--- src/fcsr_pkg.sv ---
// Shared types, widths, register codes and reset values for the force contact
// seek regulator. No dependencies; every other source file depends on this package.
package fcsr_pkg;

  localparam int unsigned ForceWidth   = 16;              // signed Q8.8 force
  localparam int unsigned FracExt      = 16;              // extra filter fraction bits
  localparam int unsigned FiltWidth    = ForceWidth + FracExt;
  localparam int unsigned CoefWidth    = 16;              // Q0.16 alpha and gain
  localparam int unsigned StepWidth    = ForceWidth - 1;
  localparam int unsigned CfgIdxWidth  = 3;
  localparam int unsigned CfgDataWidth = (ForceWidth > CoefWidth) ? ForceWidth : CoefWidth;

  typedef logic signed [ForceWidth-1:0] force_t;
  typedef logic signed [FiltWidth-1:0]  filt_t;

  typedef enum logic [CfgIdxWidth-1:0] {
    RegFilterAlpha   = 3'd0,
    RegRampStep      = 3'd1,
    RegTargetForce   = 3'd2,
    RegContactThresh = 3'd3,
    RegNormalGain    = 3'd4,
    RegClampUpper    = 3'd5,
    RegClampLower    = 3'd6,
    RegSlideLateral  = 3'd7
  } cfg_reg_e;

  localparam logic CmdSample = 1'b0;
  localparam logic CmdTick   = 1'b1;

  typedef enum logic [1:0] {
    PhApproach = 2'b01,
    PhSlide    = 2'b10
  } phase_e;

  typedef struct packed {
    logic [CoefWidth-1:0] alpha;
    logic [StepWidth-1:0] ramp_step;
    force_t               target;
    force_t               threshold;
    logic [CoefWidth-1:0] gain;
    force_t               clamp_upper;
    force_t               clamp_lower;
    force_t               lateral;
  } cfg_t;

  typedef struct packed {
    force_t normal;
    force_t lateral;
    logic   slide;
  } res_t;

  localparam cfg_t CfgReset = '{
    alpha:       CoefWidth'(5243),
    ramp_step:   StepWidth'(10),
    target:      ForceWidth'(-2560),
    threshold:   ForceWidth'(-2304),
    gain:        CoefWidth'(19661),
    clamp_upper: ForceWidth'(-1280),
    clamp_lower: ForceWidth'(-6400),
    lateral:     ForceWidth'(12800)
  };

endpackage

--- src/fcsr_filter.sv ---
// Exponential moving average of the measured normal force, kept in Q8.24.
// Depends on fcsr_pkg.
module fcsr_filter (
  input  logic                            clk_i,
  input  logic                            rst_ni,
  input  logic                            upd_i,
  input  fcsr_pkg::force_t                sample_i,
  input  logic [fcsr_pkg::CoefWidth-1:0]  alpha_i,
  output fcsr_pkg::filt_t                 filt_o,
  output logic                            seen_o
);
  import fcsr_pkg::*;

  filt_t                             filt_q, filt_d;
  logic                              seen_q;
  logic signed [FiltWidth:0]         diff;
  logic signed [FiltWidth+CoefWidth+1:0] prod;
  logic signed [FiltWidth:0]         sum;

  // f += floor(alpha * (s*2^16 - f) / 2^16)
  always_comb begin
    diff   = $signed({sample_i[ForceWidth-1], sample_i, {FracExt{1'b0}}})
           - $signed({filt_q[FiltWidth-1], filt_q});
    prod   = diff * $signed({1'b0, alpha_i});
    sum    = $signed({filt_q[FiltWidth-1], filt_q}) + prod[FiltWidth+CoefWidth:CoefWidth];
    filt_d = sum[FiltWidth-1:0];
  end

  always_ff @(posedge clk_i or negedge rst_ni) begin
    if (!rst_ni) begin
      filt_q <= '0;
      seen_q <= 1'b0;
    end else if (upd_i) begin
      filt_q <= filt_d;
      seen_q <= 1'b1;
    end
  end

  assign filt_o = filt_q;
  assign seen_o = seen_q;

endmodule

--- src/fcsr_law.sv ---
// Approach ramp, contact detection and clamped proportional slide law.
// Depends on fcsr_pkg.
module fcsr_law (
  input  logic            clk_i,
  input  logic            rst_ni,
  input  logic            tick_i,
  input  fcsr_pkg::filt_t filt_i,
  input  fcsr_pkg::cfg_t  cfg_i,
  output fcsr_pkg::res_t  res_o
);
  import fcsr_pkg::*;

  phase_e                                phase_q;
  force_t                                ramped_q;
  force_t                                ramp_next;
  logic signed [ForceWidth:0]            ramp_sub;
  logic                                  contact;
  logic signed [FiltWidth:0]             err;
  logic signed [FiltWidth+CoefWidth+1:0] prod;
  logic signed [ForceWidth+2:0]          cmd;
  force_t                                slide_cmd;

  // Approach: step down toward target, saturating at it
  always_comb begin
    ramp_sub = $signed({ramped_q[ForceWidth-1], ramped_q}) - $signed({2'b00, cfg_i.ramp_step});
    if (ramped_q > cfg_i.target) begin
      if (ramp_sub < $signed({cfg_i.target[ForceWidth-1], cfg_i.target})) begin
        ramp_next = cfg_i.target;
      end else begin
        ramp_next = ramp_sub[ForceWidth-1:0];
      end
    end else begin
      ramp_next = ramped_q;
    end
    contact = filt_i < $signed({cfg_i.threshold, {FracExt{1'b0}}});
  end

  // Slide: target + floor(gain * (target*2^16 - f) / 2^32), upper then lower clamp
  always_comb begin
    err  = $signed({cfg_i.target[ForceWidth-1], cfg_i.target, {FracExt{1'b0}}})
         - $signed({filt_i[FiltWidth-1], filt_i});
    prod = err * $signed({1'b0, cfg_i.gain});
    cmd  = $signed({{3{cfg_i.target[ForceWidth-1]}}, cfg_i.target})
         + $signed({prod[FiltWidth+CoefWidth+1], prod[FiltWidth+CoefWidth+1:CoefWidth+FracExt]});
    slide_cmd = cmd[ForceWidth-1:0];
    if (cmd > $signed({{3{cfg_i.clamp_upper[ForceWidth-1]}}, cfg_i.clamp_upper})) begin
      slide_cmd = cfg_i.clamp_upper;
    end
    if (cmd < $signed({{3{cfg_i.clamp_lower[ForceWidth-1]}}, cfg_i.clamp_lower}) ||
        (cmd > $signed({{3{cfg_i.clamp_upper[ForceWidth-1]}}, cfg_i.clamp_upper}) &&
         cfg_i.clamp_upper < cfg_i.clamp_lower)) begin
      slide_cmd = cfg_i.clamp_lower;
    end
  end

  always_comb begin
    case (phase_q)
      PhSlide: begin
        res_o = '{normal: slide_cmd, lateral: cfg_i.lateral, slide: 1'b1};
      end
      default: begin
        res_o = '{normal: ramp_next, lateral: '0, slide: 1'b0};
      end
    endcase
  end

  always_ff @(posedge clk_i or negedge rst_ni) begin
    if (!rst_ni) begin
      phase_q  <= PhApproach;
      ramped_q <= '0;
    end else if (tick_i && phase_q != PhSlide) begin
      if (contact) begin
        ramped_q <= cfg_i.target;
        phase_q  <= PhSlide;
      end else begin
        ramped_q <= ramp_next;
      end
    end
  end

endmodule

--- src/force_contact_seek_regulator.sv ---
// Top level of the force contact seek regulator: configuration registers,
// input register, result register. Depends on fcsr_pkg, fcsr_filter, fcsr_law.
//
//  channel | handshake                 | payload
//  --------+---------------------------+--------------------------------------------
//  in      | in_valid_i / in_ready_o   | command_i, force_sample_i
//  out     | out_valid_o / out_ready_i | normal_force_cmd_o, lateral_force_cmd_o,
//          |                           | phase_out_o
//  cfg     | cfg_we_i (no wait)        | cfg_index_i, cfg_data_i
//
// An accepted item is evaluated from the input register in a single pass (one
// 33x17 multiply, add and clamp) and lands in the result register at the next edge.
// Items pass the input then the result register; one per cycle unless output stalls.
// Samples give no result; ticks before the first sample give none and change nothing.
// Reset clears filter, phase, ramp and control state and loads register defaults.
// An output stall holds the input register; one more item is taken while stalled.
module force_contact_seek_regulator (
  input  logic                                clk_i,
  input  logic                                rst_ni,
  input  logic                                in_valid_i,
  output logic                                in_ready_o,
  input  logic                                command_i,
  input  fcsr_pkg::force_t                    force_sample_i,
  output logic                                out_valid_o,
  input  logic                                out_ready_i,
  output fcsr_pkg::force_t                    normal_force_cmd_o,
  output fcsr_pkg::force_t                    lateral_force_cmd_o,
  output logic                                phase_out_o,
  input  logic                                cfg_we_i,
  input  logic [fcsr_pkg::CfgIdxWidth-1:0]    cfg_index_i,
  input  logic [fcsr_pkg::CfgDataWidth-1:0]   cfg_data_i
);
  import fcsr_pkg::*;

  cfg_t   cfg_q;
  logic   in_valid_q;
  logic   cmd_q;
  force_t sample_q;
  logic   out_valid_q;
  res_t   out_q;

  logic   advance;
  logic   in_xfer;
  logic   upd;
  logic   tick;
  logic   seen;
  filt_t  filt;
  res_t   res;

  // Configuration writes: no wait; keep the block idle around them
  always_ff @(posedge clk_i or negedge rst_ni) begin
    if (!rst_ni) begin
      cfg_q <= CfgReset;
    end else if (cfg_we_i) begin
      case (cfg_reg_e'(cfg_index_i))
        RegFilterAlpha:   cfg_q.alpha       <= cfg_data_i[CoefWidth-1:0];
        RegRampStep:      cfg_q.ramp_step   <= cfg_data_i[StepWidth-1:0];
        RegTargetForce:   cfg_q.target      <= cfg_data_i[ForceWidth-1:0];
        RegContactThresh: cfg_q.threshold   <= cfg_data_i[ForceWidth-1:0];
        RegNormalGain:    cfg_q.gain        <= cfg_data_i[CoefWidth-1:0];
        RegClampUpper:    cfg_q.clamp_upper <= cfg_data_i[ForceWidth-1:0];
        RegClampLower:    cfg_q.clamp_lower <= cfg_data_i[ForceWidth-1:0];
        RegSlideLateral:  cfg_q.lateral     <= cfg_data_i[ForceWidth-1:0];
        default: ;
      endcase
    end
  end

  // Evaluate the held item whenever the result register is free or draining
  assign advance    = in_valid_q && (!out_valid_q || out_ready_i);
  assign in_ready_o = !in_valid_q || advance;
  assign in_xfer    = in_valid_i && in_ready_o;

  assign upd  = advance && (cmd_q == CmdSample);
  assign tick = advance && (cmd_q == CmdTick) && seen;

  always_ff @(posedge clk_i or negedge rst_ni) begin
    if (!rst_ni) begin
      in_valid_q <= 1'b0;
    end else if (in_xfer) begin
      in_valid_q <= 1'b1;
    end else if (advance) begin
      in_valid_q <= 1'b0;
    end
  end

  // Input payload holds until the next transfer
  always_ff @(posedge clk_i) begin
    if (in_xfer) begin
      cmd_q    <= command_i;
      sample_q <= force_sample_i;
    end
  end

  fcsr_filter u_filter (
    .clk_i    (clk_i),
    .rst_ni   (rst_ni),
    .upd_i    (upd),
    .sample_i (sample_q),
    .alpha_i  (cfg_q.alpha),
    .filt_o   (filt),
    .seen_o   (seen)
  );

  fcsr_law u_law (
    .clk_i  (clk_i),
    .rst_ni (rst_ni),
    .tick_i (tick),
    .filt_i (filt),
    .cfg_i  (cfg_q),
    .res_o  (res)
  );

  // Result register: drop on transfer, load on every tick that yields a command
  always_ff @(posedge clk_i or negedge rst_ni) begin
    if (!rst_ni) begin
      out_valid_q <= 1'b0;
    end else if (tick) begin
      out_valid_q <= 1'b1;
    end else if (out_ready_i) begin
      out_valid_q <= 1'b0;
    end
  end

  always_ff @(posedge clk_i) begin
    if (tick) begin
      out_q <= res;
    end
  end

  assign out_valid_o         = out_valid_q;
  assign normal_force_cmd_o  = out_q.normal;
  assign lateral_force_cmd_o = out_q.lateral;
  assign phase_out_o         = out_q.slide;

endmodule

--- config.mk ---
export PLATFORM = sky130hd
export DESIGN_NAME = force_contact_seek_regulator
export DESIGN_NICKNAME = d
export VERILOG_FILES = /design/src/fcsr_pkg.sv /design/src/fcsr_filter.sv /design/src/fcsr_law.sv /design/src/force_contact_seek_regulator.sv
export SDC_FILE = /design/constraint.sdc
export NUM_CORES = 2
export LEC_CHECK = 0
export BUFFER_PORTS_ARGS = -buffer_cell sky130_fd_sc_hd__buf_2
export CAP_MARGIN = 5
export CELL_PAD_IN_SITES_DETAIL_PLACEMENT = 1
export CELL_PAD_IN_SITES_GLOBAL_PLACEMENT = 1
export CORE_MARGIN = 8
export CORE_UTILIZATION = 24
export DETAILED_ROUTE_END_ITERATION = 10
export PLACE_DENSITY = 0.49
export SLEW_MARGIN = 5
export SYNTH_ARGS = -nofsm -noshare
export SYNTH_HDL_FRONTEND = slang
export SYNTH_SLANG_ARGS = --single-unit
--- constraint.sdc ---
create_clock -name clk_i -period 13.9 [get_ports clk_i]
set_clock_uncertainty 0.2 [all_clocks]
set_input_delay 0.695 -clock clk_i [delete_from_list [all_inputs] [get_ports clk_i]]
set_output_delay 0.695 -clock clk_i [all_outputs]
set_load 0.03 [all_outputs]
; ---- Yosys cells after proc, flatten, opt, wreduce, memory -nomap -nowiden
; Cells that the tools add are included.
[op_classes]
addsub = 5
mul = 2
magnitude_cmp = 6
n_eq_ne = 9
n_mux = 10
bitwise = 1
reduce_logical = 24
[ops]
columns = op, count
row1 = $mux 16, 5
row2 = $sub 32x32->33, 2
row3 = $mul 33x17->50, 1
row4 = $mul 33x17->48, 1
row5 = $mux 33, 1
row6 = $add 32x32->32, 1
row7 = $lt 32x32->1, 1
row8 = $add 16x18->19, 1
row9 = $gt 19x16->1, 1
row10 = $lt 19x16->1, 1
row11 = $reduce_and 2->1, 9
row12 = $lt 17x16->1, 1
row13 = $sub 16x16->17, 1
row14 = $gt 16x16->1, 1
row15 = $lt 16x16->1, 1
row16 = $eq 3x3->1 const B, 4
row17 = $logic_and 1x1->1, 7
row18 = $eq 3x2->1 const B, 2
row19 = $mux 1, 4
row20 = $reduce_bool 2->1, 2
row21 = $eq 3x1->1 const B, 1
row22 = $logic_not 3->1, 1
row23 = $logic_or 1x1->1, 3
row24 = $eq 2x2->1 const B, 1
row25 = other kinds (3), 4
[word_totals]
reg_bits = 230
input_bits = 41
out_inout_bits = 35
word_cells = 76

; ---- Logic depth before layout (Yosys ltp)
[logic_depth]
word_depth = 8
ltp_mapped = 61
depth_no_buf = 57

; ---- Modules after synthesis
; A second synthesis with hierarchy kept.
[unflattened]
hier_cells = 5982
hier_area_um2 = 53816.6
[by_module_without_submodules]
columns = module, instances, cells_each, area_per_inst_um2, seq_area_each_um2
row1 = fcsr_law, 1, 2970, 24694.9, 451.7
row2 = fcsr_filter, 1, 2675, 22581.7, 825.8
row3 = force_contact_seek_regulator, 1, 337, 6540.0, 4788.3

; ---- Worst setup path before layout
; OpenSTA, ideal clock, no wires.
[synth_timing]
path_type = reg2reg
from = reg u_filter.filt_q[0], in the netlist u_filter.filt_o[0]
to = reg out_q (netlist bit normal_force_cmd_o[0]), data pin
setup_time_ns = 0.267
arrival_time_ns = 12.239
required_time_ns = 13.433
slack_ns = 1.194
stages_incl_launch_ff = 56
n_path_buf = 4
period_less_slack_ns = 12.706
cell_sequence = dfrtp_1 clkbuf_1 clkbuf_1 inv_1 ha_1 nor3b_1 a41o_1 a21oi_1 o21a_1 o31a_1 o21a_1 nor2_1 a21oi_1 xnor2_1 clkbuf_1 and2_1 fa_1 inv_1 (+20 left out) ha_1 or2_2 o31ai_1 a211oi_1 o31a_1 o21ai_0 nand2b_1 a21o_1 a21oi_1 xnor2_1 ha_1 a21o_1 a2111o_1 or4_1 nand3_1 clkbuf_1 mux2i_1 mux2i_1
[synth_lines]
columns = element, line
row1 = "start, declared", fcsr_filter.sv:14  ; filt_t filt_q, filt_d;
row2 = "start signal, assigned", fcsr_filter.sv:34  ; filt_q <= filt_d;
row3 = "end signal, assigned", force_contact_seek_regulator.sv:127  ; out_q <= res;
row4 = "end, declared", force_contact_seek_regulator.sv:40  ; res_t out_q;

==> impl_results.md <==
- Tightest Pin Transition: 1.114 ns
- CTS H-tree depth: 1
- IO Pins: 76
- Clock Sinks: 230
- Final Cycle Share: 93.40%
- Sequential-to-total area share from yosys stat: 12.00%
- Nets: 6954
- Min Tclk post-route: 12.98 ns
- Post-Place Cells: 8258
- First-pass GRT wire length: 251100 um
- RD Place Congestion: 0.7932
- Max-Cap Viols: 0
- Cell variety after synth: 74
- CP max stage delay: 0.53 ns
- Final setup vio count: 0
- Setup ws final: 0.9172 ns
- DP Wirelength: 129000 um
- Crit-path max FO: 20
- Crit path required time: 14.00 ns
- Core footprint: 209600 sq um
- Via count: 36410
- Mapped Area: 50570 sq um
- Die area: 225600 sq um
- Kind of critical path: flip-flop to flip-flop
- Antenna Violating Nets Remaining: 0
- Critical Path Source Type: flip-flop
- Synth area leaders: fa_1 39%, ha_1 11%, inv_1 9.2%
- Worst Path Arrival: 13.08 ns
- Final Hold Vio Count: 0
- Final WL: 157500 um
- Commonest cells in the netlist: 1238 x inv_1, 986 x fa_1, 804 x nand2_1
- Port Buf Inserts: 75
- Area grow syn2layout: 10.51%
- Syn avg cell area: 9.187 sq um
- Relative slew slack: 25.34%
- Synth area leader: fa_1
- CTS root buf: clkbuf_16
- Synth Net Count: 6959
- Slew Limit Fails: 0
- Slowest CP cell: fa_1
- Fmax: 77.02 MHz
- Mapped Cells: 5504
- Worst Reg-to-Reg Cells: 55
- Routed vias/inst: 4.369
- Initial antenna violation count: 13
- Chip Height: 475.0 um
- Worst hold path type: input port to flip-flop
- Ys async rst share: 78.26%
- Layout cell share with drive strength beyond 1: 8.653%
- Hold Path Depth: 1
- Non-Filler Instances: 8334
- TritonCTS clock tree: yes
- Skew-Pair Late Insertion Delay: 0.60 ns
- Worst-path clk slew: 0.06 ns
- CP Capture Type: flip-flop
- Drt initial violations: 1255
- Synth warn: 0
- Post-synth top flop: dfrtp_1
- Most common cell on crit path: fa_1
- CTS Buf Count: 31
- Vias in the first global route: 41760
- Drt drc: 0
- Total GRT Usage: 14.17%
- Number of enable flip-flop cells after synthesis: 50
- Outcome: completed
- Cell with the most instances after synthesis: inv_1
- Placement Rows: 168
- Post-DR wirelength/cell: 18.90 um
- Seq cells post-synth: 230
- Max clock buf depth: 3
- Initial core utilization: 24.13%
- Die extent in x: 475.0 um
- R2R Setup Slk: 0.92 ns
- Largest net degree at the start of global routing: 80
- GRT overflow: 0
- First-pass DRT Iterations: 7
- Yosys top cell area share: 39.04%
- Pre-CTS WS: -0.1567 ns
==> final cells by class <==
cell class	count	area [sq um]
clock buffer	37	850.8
antenna	5	12.51
tap	2805	3510
multi-input combinational	3796	39220
fill	24390	153700
clock inverter	21	212.7
inverter	1238	4647
timing repair buffer	202	1360
sequential	230	6071
==> repair_timing <==
item	in CTS	in global routing
hold buffers	1	0
hold endpoints to repair	62	0
setup buffers	0	12
resized for setup	2	22
pin swaps	0	9
endpoints found under the setup margin	16	16
==> per-stage QoR <==
stage / cell area (sq um) / utilization, % / hold WS, ns / setup TNS [ns]
2_1_floorplan: 50570 / - / 0.1994 / 0
3_3_place_gp: 54590 / 26.05 / 0.2506 / 0
3_5_place_dp: 54590 / 26.05 / 0.2544 / -1.556
4_1_cts: 55670 / 26.56 / 0.05339 / 0
5_1_grt: 55870 / 26.66 / 0.05674 / -0.007955
6_report: 55880 / 26.66 / 0.08098 / 0
==> routing by layer <==
metal	vias up	wire [um]	global-route usage, %
met3	124	3769	1.072
li1	16670	-	-
met1	19220	73630	19.49
met2	400	77810	24.94
met4	0	2284	1.990
met5	-	0	0
==> cell usage in the layout (no fill, tap or decap), types with 25 or more instances in the layout <==
cell / netlist / final
o21a_1: 28 / 28
buf_2: 4 / 74
nor2b_1: 29 / 29
mux2_2: 114 / 113
xor2_1: 59 / 56
and2_1: 427 / 427
o21ai_0: 145 / 143
nor2_1: 91 / 88
clkbuf_16: 0 / 33
nand2_1: 804 / 803
dfrtp_1: 132 / 128
fa_1: 986 / 986
buf_4: 1 / 123
nor3_1: 30 / 28
dfstp_2: 48 / 48
a21oi_1: 128 / 125
inv_1: 1238 / 1238
mux2i_1: 29 / 29
edfxtp_1: 50 / 50
a21o_1: 86 / 86
nand3_1: 26 / 25
xnor2_1: 113 / 97
nand2b_1: 30 / 30
ha_1: 428 / 428
==> sequential cells by signal, indices dropped and copies added, names as in the netlist <==
name                 flops
lateral_force_cmd_o     16
phase_out_o              1
u_law.phase_q            2
cmd_q                    1
cfg_q                  127
out_valid_o              1
sample_q                16
u_law.ramped_q          16
normal_force_cmd_o      16
u_filter.seen_o          1
in_valid_q               1
u_filter.filt_o         32
==> critical path, delay by kind of cell, from the launching register on <==
kind	cells	cell delay, ns
flops	1	0.44
fa+ha+maj	9	3.88
mux	2	0.45
simple gates	14	2.59
buf+inv	7	0.74
xor+xnor	3	0.45
compound gates	20	3.89
==> path summary, 6_finish.rpt <==
path | start | to
min in group asynchronous | rst_ni | cfg_q[21]
setup reg to reg | u_filter.filt_o[4] | normal_force_cmd_o[2]
hold / removal | command_i | cmd_q
setup / recovery | u_filter.filt_o[4] | normal_force_cmd_o[2]
max in group asynchronous | rst_ni | cfg_q[52]
hold reg to reg | u_law.phase_q[1] | u_law.phase_q[1]
==> logic make-up after synthesis <==
family          Yosys count  share of synthesized area (%)
xor+xnor                172                          2.979
buf+inv                1478                          10.99
fa+ha+maj              1418                          49.70
simple gates           1513                          14.26
compound gates          550                          6.963
flops                   230                          12.00
mux                     143                          3.113
Power is left out: the tool's default activity adds up to more than one toggle a clock period on the data nets, which glitch-free logic cannot reach.
